### src/design/ffa_pkg.sv
`timescale 1ns / 1ps
`default_nettype none

package ffa_pkg;

  localparam int NUM_BLOCKS_DEF = 16;

  localparam int LEN_W   = 5;
  localparam int IDX_W   = 5;
  localparam int START_W = 4;

  // Per-block status mark.
  typedef enum logic [2:0] {
    MARK_FREE  = 3'd0,
    MARK_ONE   = 3'd1,
    MARK_FIRST = 3'd2,
    MARK_MID   = 3'd3,
    MARK_LAST  = 3'd4
  } mark_t;

  typedef enum logic [1:0] {
    OUT_ALLOC_OK   = 2'd0,
    OUT_ALLOC_FAIL = 2'd1,
    OUT_FREED      = 2'd2,
    OUT_IGNORED    = 2'd3
  } outcome_t;

  typedef enum logic {
    REQ_ALLOC = 1'b0,
    REQ_FREE  = 1'b1
  } req_t;

  // Write strobe and data toward the mark store.
  typedef struct packed {
    logic  en;
    mark_t data;
  } mark_wr_t;

endpackage

`default_nettype wire

### src/design/ffa_mark_store.sv
`timescale 1ns / 1ps
`default_nettype none

module ffa_mark_store #(
  parameter int NUM_BLOCKS = ffa_pkg::NUM_BLOCKS_DEF,
  parameter int IW         = (NUM_BLOCKS > 1) ? $clog2(NUM_BLOCKS) : 1
) (
  input  wire logic             clk,
  input  wire logic             rst_n,
  input  wire logic [IW-1:0]    addr,
  input  wire ffa_pkg::mark_wr_t wr,
  output ffa_pkg::mark_t        rd_data
);
  import ffa_pkg::*;

  mark_t marks_r [NUM_BLOCKS];

  // One shared port: read and write at the same address.
  assign rd_data = marks_r[addr];

  always_ff @(posedge clk) begin
    if (!rst_n) begin
      for (int i = 0; i < NUM_BLOCKS; i++) begin
        marks_r[i] <= MARK_FREE;
      end
    end else if (wr.en) begin
      marks_r[addr] <= wr.data;
    end
  end

endmodule

`default_nettype wire

### src/design/first_fit_block_run_allocator_core.sv
`timescale 1ns / 1ps
`default_nettype none
// Steps: allocate scans the marks for a free run, then writes the run's marks block by block,
//   then posts the result; free clears the run block by block, then posts the result.
// Requests: one request at a time; the limit is the single read/write port on the mark
//   store, visited one block per cycle.
// Reset: synchronous, active low; all marks return to free and no result is pending.

module first_fit_block_run_allocator_core #(
  parameter int NUM_BLOCKS = ffa_pkg::NUM_BLOCKS_DEF
) (
  input  wire logic                          clk,
  input  wire logic                          rst_n,
  input  wire logic                          in_valid,
  output logic                               in_stall,
  input  wire logic                          in_req_type,
  input  wire logic [ffa_pkg::LEN_W-1:0]     in_run_length,
  input  wire logic [ffa_pkg::IDX_W-1:0]     in_block_index,
  input  wire logic                          in_id_valid,
  output logic                               out_valid,
  input  wire logic                          out_stall,
  output logic [1:0]                         out_outcome,
  output logic [ffa_pkg::START_W-1:0]        out_start_index
);
  import ffa_pkg::*;

  localparam int IW = (NUM_BLOCKS > 1) ? $clog2(NUM_BLOCKS) : 1;
  localparam int SW = (IW > START_W) ? IW : START_W;
  localparam logic [7:0]    NB8      = 8'(NUM_BLOCKS);
  localparam logic [IW-1:0] LAST_IDX = IW'(NUM_BLOCKS - 1);

  typedef enum logic [2:0] {
    S_IDLE,
    S_SCAN,
    S_MARK,
    S_FREE_HEAD,
    S_FREE_WALK,
    S_DONE
  } state_t;

  state_t          state_r, state_nxt;
  logic [IW-1:0]   ptr_r, ptr_nxt;
  logic [IW-1:0]   start_r, start_nxt;
  logic [IW-1:0]   end_r, end_nxt;
  logic [LEN_W-1:0] len_r, len_nxt;
  logic [LEN_W-1:0] cnt_r, cnt_nxt;
  outcome_t        res_r, res_nxt;
  logic            out_valid_r, out_valid_nxt;
  outcome_t        out_outcome_r, out_outcome_nxt;
  logic [START_W-1:0] out_start_r, out_start_nxt;

  mark_t    rd_mark;
  mark_wr_t wr;
  logic     in_beat;
  logic     at_last;
  logic [SW-1:0] start_wide;

  ffa_mark_store #(
    .NUM_BLOCKS (NUM_BLOCKS),
    .IW         (IW)
  ) u_marks (
    .clk     (clk),
    .rst_n   (rst_n),
    .addr    (ptr_r),
    .wr      (wr),
    .rd_data (rd_mark)
  );

  assign in_stall        = (state_r != S_IDLE);
  assign in_beat         = in_valid && !in_stall;
  assign at_last         = (ptr_r == LAST_IDX);
  assign start_wide      = SW'(start_r);
  assign out_valid       = out_valid_r;
  assign out_outcome     = out_outcome_r;
  assign out_start_index = out_start_r;

  always_comb begin
    state_nxt       = state_r;
    ptr_nxt         = ptr_r;
    start_nxt       = start_r;
    end_nxt         = end_r;
    len_nxt         = len_r;
    cnt_nxt         = cnt_r;
    res_nxt         = res_r;
    out_outcome_nxt = out_outcome_r;
    out_start_nxt   = out_start_r;
    out_valid_nxt   = out_valid_r && out_stall;
    wr.en           = 1'b0;
    wr.data         = MARK_FREE;

    unique case (state_r)
      S_IDLE: begin
        if (in_beat) begin
          len_nxt   = in_run_length;
          start_nxt = '0;
          cnt_nxt   = '0;
          if (in_req_type == REQ_ALLOC) begin
            ptr_nxt = '0;
            // Zero length or longer than the pool: fail without scanning.
            if (in_run_length == '0 || {3'b000, in_run_length} > NB8) begin
              res_nxt   = OUT_ALLOC_FAIL;
              state_nxt = S_DONE;
            end else begin
              state_nxt = S_SCAN;
            end
          end else begin
            if (!in_id_valid || {3'b000, in_block_index} >= NB8) begin
              ptr_nxt   = '0;
              res_nxt   = OUT_IGNORED;
              state_nxt = S_DONE;
            end else begin
              ptr_nxt   = IW'(in_block_index);
              state_nxt = S_FREE_HEAD;
            end
          end
        end
      end

      S_SCAN: begin
        // Count free blocks in a row; the first window to fill is the lowest start.
        if (rd_mark == MARK_FREE && (cnt_r + 5'd1) == len_r) begin
          end_nxt   = ptr_r;
          start_nxt = ptr_r - IW'(len_r - 5'd1);
          ptr_nxt   = ptr_r - IW'(len_r - 5'd1);
          state_nxt = S_MARK;
        end else begin
          cnt_nxt = (rd_mark == MARK_FREE) ? cnt_r + 5'd1 : '0;
          if (at_last) begin
            res_nxt   = OUT_ALLOC_FAIL;
            start_nxt = '0;
            state_nxt = S_DONE;
          end else begin
            ptr_nxt = ptr_r + 1'b1;
          end
        end
      end

      S_MARK: begin
        wr.en = 1'b1;
        priority if (len_r == 5'd1) begin
          wr.data = MARK_ONE;
        end else if (ptr_r == start_r) begin
          wr.data = MARK_FIRST;
        end else if (ptr_r == end_r) begin
          wr.data = MARK_LAST;
        end else begin
          wr.data = MARK_MID;
        end
        if (ptr_r == end_r) begin
          res_nxt   = OUT_ALLOC_OK;
          state_nxt = S_DONE;
        end else begin
          ptr_nxt = ptr_r + 1'b1;
        end
      end

      S_FREE_HEAD: begin
        priority if (rd_mark == MARK_ONE) begin
          wr.en     = 1'b1;
          res_nxt   = OUT_FREED;
          state_nxt = S_DONE;
        end else if (rd_mark == MARK_FIRST) begin
          wr.en   = 1'b1;
          res_nxt = OUT_FREED;
          if (at_last) begin
            state_nxt = S_DONE;
          end else begin
            ptr_nxt   = ptr_r + 1'b1;
            state_nxt = S_FREE_WALK;
          end
        end else begin
          res_nxt   = OUT_IGNORED;
          state_nxt = S_DONE;
        end
      end

      S_FREE_WALK: begin
        // Clear middles, stop after the end mark or at any other mark.
        priority if (rd_mark == MARK_MID) begin
          wr.en = 1'b1;
          if (at_last) begin
            state_nxt = S_DONE;
          end else begin
            ptr_nxt = ptr_r + 1'b1;
          end
        end else if (rd_mark == MARK_LAST) begin
          wr.en     = 1'b1;
          state_nxt = S_DONE;
        end else begin
          state_nxt = S_DONE;
        end
      end

      S_DONE: begin
        // Hold the result until the output register is free.
        if (!out_valid_r || !out_stall) begin
          out_valid_nxt   = 1'b1;
          out_outcome_nxt = res_r;
          out_start_nxt   = (res_r == OUT_ALLOC_OK) ? start_wide[START_W-1:0] : '0;
          state_nxt       = S_IDLE;
        end
      end

      default: begin
        state_nxt = S_IDLE;
      end
    endcase
  end

  always_ff @(posedge clk) begin
    if (!rst_n) begin
      state_r     <= S_IDLE;
      out_valid_r <= 1'b0;
    end else begin
      state_r     <= state_nxt;
      out_valid_r <= out_valid_nxt;
    end
    ptr_r         <= ptr_nxt;
    start_r       <= start_nxt;
    end_r         <= end_nxt;
    len_r         <= len_nxt;
    cnt_r         <= cnt_nxt;
    res_r         <= res_nxt;
    out_outcome_r <= out_outcome_nxt;
    out_start_r   <= out_start_nxt;
  end

endmodule

`default_nettype wire

### config.mk
export PLATFORM = sky130hd
export DESIGN_NAME = first_fit_block_run_allocator_core
export DESIGN_NICKNAME = d
export VERILOG_FILES = /design/src/design/ffa_pkg.sv /design/src/design/ffa_mark_store.sv /design/src/design/first_fit_block_run_allocator_core.sv
export SDC_FILE = /design/constraint.sdc
export NUM_CORES = 1
export LEC_CHECK = 0
export BUFFER_PORTS_ARGS = -buffer_cell sky130_fd_sc_hd__buf_2
export CORE_ASPECT_RATIO = 0.8
export CORE_UTILIZATION = 27
export CTS_CLUSTER_SIZE = 10
export DETAILED_ROUTE_END_ITERATION = 8
export PLACE_DENSITY = 0.39
export SLEW_MARGIN = 0
export SYNTH_ARGS = -nofsm -noshare
export SYNTH_HDL_FRONTEND = slang
export SYNTH_HIERARCHICAL = 1
export SYNTH_SLANG_ARGS = --single-unit
### constraint.sdc
create_clock -name clk -period 3.7 [get_ports clk]
set_input_delay 0.74 -clock clk [delete_from_list [all_inputs] [get_ports clk]]
set_output_delay 0.74 -clock clk [all_outputs]
set_load 0.01 [all_outputs]
==> flow_summary.json <==
{
  "status": "complete, no violations",
  "clk_pin_slew_worst_paths_ns": 0.06,
  "ys_async_sr_fraction_pct": 0,
  "finalHoldViolations": 0,
  "routed_wl_um": 11200,
  "ant_nets": 0,
  "design_power_total_uw": 3610,
  "fmax_mhz": 290,
  "place_hpwl_um": 8030,
  "worst_pin_slew_ns": 0.680,
  "start_util_pct": 28.0,
  "cts-root-buf": "clkbuf_16",
  "vias": 3036,
  "drc": 0,
  "end_kind": "flop",
  "crit_path_cell_trace": "buf_6, mux4_2, a22oi_1, nand3_1, nor2_1, nand2_1, a211oi_1, nor2_1, o21ai_0, buf_4, nand4b_2, o21ai_0",
  "synth_common_cells": "edfxtp_1 (78), and2_1 (57), nor2_1 (35)",
  "htreeDepth": 3,
  "ys_seq_area_share_pct": 54.0,
  "synth_largest_area_cell": "edfxtp_1",
  "grt_pass1_wl_um": 17600,
  "synth_ff_type": "edfxtp_1",
  "synth_most_common_cell": "edfxtp_1",
  "regArea_mm2": 0.00242,
  "die_area_mm2": 0.0171,
  "synth_area_per_cell_um2": 11.7,
  "slew_headroom_pct": 54.7,
  "gp_congestion": 0.752,
  "synth.top_cell.area_share_pct": 52.2,
  "finClkSkew_ns": 0.00765,
  "routedWlPerCell_um": 17.8,
  "drv_slew": 0,
  "hold-worst-slack_ns": 0.450,
  "grt_pass1_vias": 2913,
  "syn-cell-area_mm2": 0.00449,
  "pin_count": 24,
  "fin_crit_ns": 3.45,
  "synthCells": 383,
  "synth_seq_cells": 82,
  "holdBufCountCts": 0,
  "cp-startpoint": "ptr_r[0]$_DFFE_PP_",
  "critPathTopFamily": "compound AO/OA/AOI/OAI gates",
  "slowest_stage": "mux4_2",
  "ys_warn_count": 6,
  "numClockSinks": 82,
  "synthTopCellsByArea": "edfxtp_1 (52%), and2_1 (7.9%), mux4_2 (5.5%)",
  "die_h_um": 117,
  "start_kind": "flop",
  "synthToLayoutAreaGrowth_pct": 15.8,
  "path_buf_inv": 2,
  "cts_tree": "done",
  "cp_max_fo": 9,
  "ir_drop_mv": 0.210,
  "clockBufferDepth": 2,
  "post-route-period-util_pct": 93.1,
  "p_leak_uw": 0.00188,
  "viasPerCell": 4.83,
  "synth_nets": 406,
  "grt_max_degree": 25,
  "drv_cap": 0,
  "grt_overflow": 0,
  "worstHoldPathType": "flop to flop",
  "rows": 41,
  "die_x_um": 146,
  "cts_buffers": 9,
  "io_buffers": 23,
  "min-delay-start": "res_r[1]$_DFFE_PP_",
  "multi_input_area_mm2": 0.00197,
  "dr.pass1.iters": 4,
  "nNetsFinal": 431,
  "post-cts-setup-buffers": 0,
  "dr.first_iter.drc_count": 246,
  "grt.total_usage_pct": 13.9,
  "antenna_found_initial": 0,
  "clk_latency_ns": 0.35,
  "setup_tns_ns": 0,
  "fillers": 1638,
  "setup_viol": 0,
  "rsz0062_at_grt": "true",
  "synth-edff-count": 78,
  "powerDensity_mw_per_mm2": 694,
  "max_stage_delay_ns": 0.56,
  "regToRegStartpoint": "ptr_r[0]$_DFFE_PP_",
  "arrival_ns": 3.45,
  "core_mm2": 0.0160,
  "drive_gt1_share_pct": 17.4,
  "yosys.cell_types.count": 51,
  "antenna_cells": 0,
  "crit_type": "flop to flop",
  "required_ns": 3.71
}
-- power breakdown --
part	switching, uW	leakage, uW	internal [uW]
sequential	143	0.000815	1190
clock	366	0.000136	521
combinational	825	0.000931	568
-- kinds of logic (layout without fill, tap and decap cells) --
group           count (synthesis)  in the layout  synth area share [%]
flops                          82             82                  54.0
buf+inv                        28             58                  2.90
xor+xnor                       23             23                  4.82
mux                            16             16                  7.00
simple gates                  168            168                  21.1
compound gates                 59             59                  8.06
fa+ha+maj                       7              7                  2.12
-- repair_timing --
item,in CTS,in global routing
hold endpoints to repair,0,0
gates resized for setup,0,16
setup endpoints to repair,0,42
-- layout make-up --
cell class	instances	share of cell area (%)
sequential	82	46.6
tap	215	5.17
clock buffer	11	4.48
multi-input combinational	273	37.9
clock inverter	5	1.06
timing repair buffer	34	4.19
inverter	8	0.578
-- layout by cell type, fill, tap and decap left out, types with 4 or more instances in the layout --
master | Yosys | routed
xor2_1 | 5 | 5
nor2_1 | 35 | 34
buf_4 | 1 | 8
a21oi_1 | 8 | 8
o21ai_0 | 31 | 23
inv_1 | 7 | 7
xnor2_1 | 17 | 17
mux4_2 | 11 | 11
dfxtp_1 | 4 | 4
ha_1 | 6 | 6
a22oi_1 | 4 | 4
buf_2 | 5 | 23
and3_1 | 5 | 5
nor2b_1 | 4 | 4
edfxtp_1 | 78 | 78
nand2b_1 | 6 | 6
nand3_1 | 10 | 10
mux2i_1 | 4 | 4
clkbuf_16 | 0 | 9
and2_1 | 57 | 57
nand2_1 | 26 | 26
o21ai_1 | 0 | 8
-- flip-flops by register name (all words and copies together), names as in the netlist --
| signal | count |
|---|---|
| u_marks/marks_r | 48 |
| cnt_r | 5 |
| len_r | 5 |
| end_r | 4 |
| out_start_index | 4 |
| ptr_r | 4 |
| start_r | 4 |
| state_r | 3 |
| out_outcome | 2 |
| res_r | 2 |
| out_valid | 1 |
-- path summary, 6_finish.rpt --
check | end | cells past startpoint | slack [ns]
max | u_marks/marks_r[9][0]$_SDFFCE_PN0P_ | 12 | 0.25
min | out_outcome[1]$_DFFE_PP_ | 0 | 0.45
max reg2reg | u_marks/marks_r[9][0]$_SDFFCE_PN0P_ | 12 | 0.25
min reg2reg | out_outcome[1]$_DFFE_PP_ | 0 | 0.45
-- through the flow --
| stage | worst slack [ns] | instances | instance area [um^2] | util (%) |
|---|---|---|---|---|
| finish | 0.254 | 628 | 5200 | 32.5 |
| global placement | 0.234 | 612 | 4870 | 30.4 |
| detailed placement | 0.269 | 612 | 4870 | 30.4 |
| floorplan | 0.288 | 383 | 4490 | - |
| global route | -0.0375 | 628 | 5200 | 32.5 |
| CTS | 0.231 | 628 | 5160 | 32.2 |
-- layer usage --
layer	up-vias	wire (um)	track usage, %
li1	1448	-	-
met1	1512	5840	20.5
met2	65	4700	19.1
met3	11	515	4.59
met4	0	124	3.91
met5	-	0	0
Power figures use the tool's default switching activity.
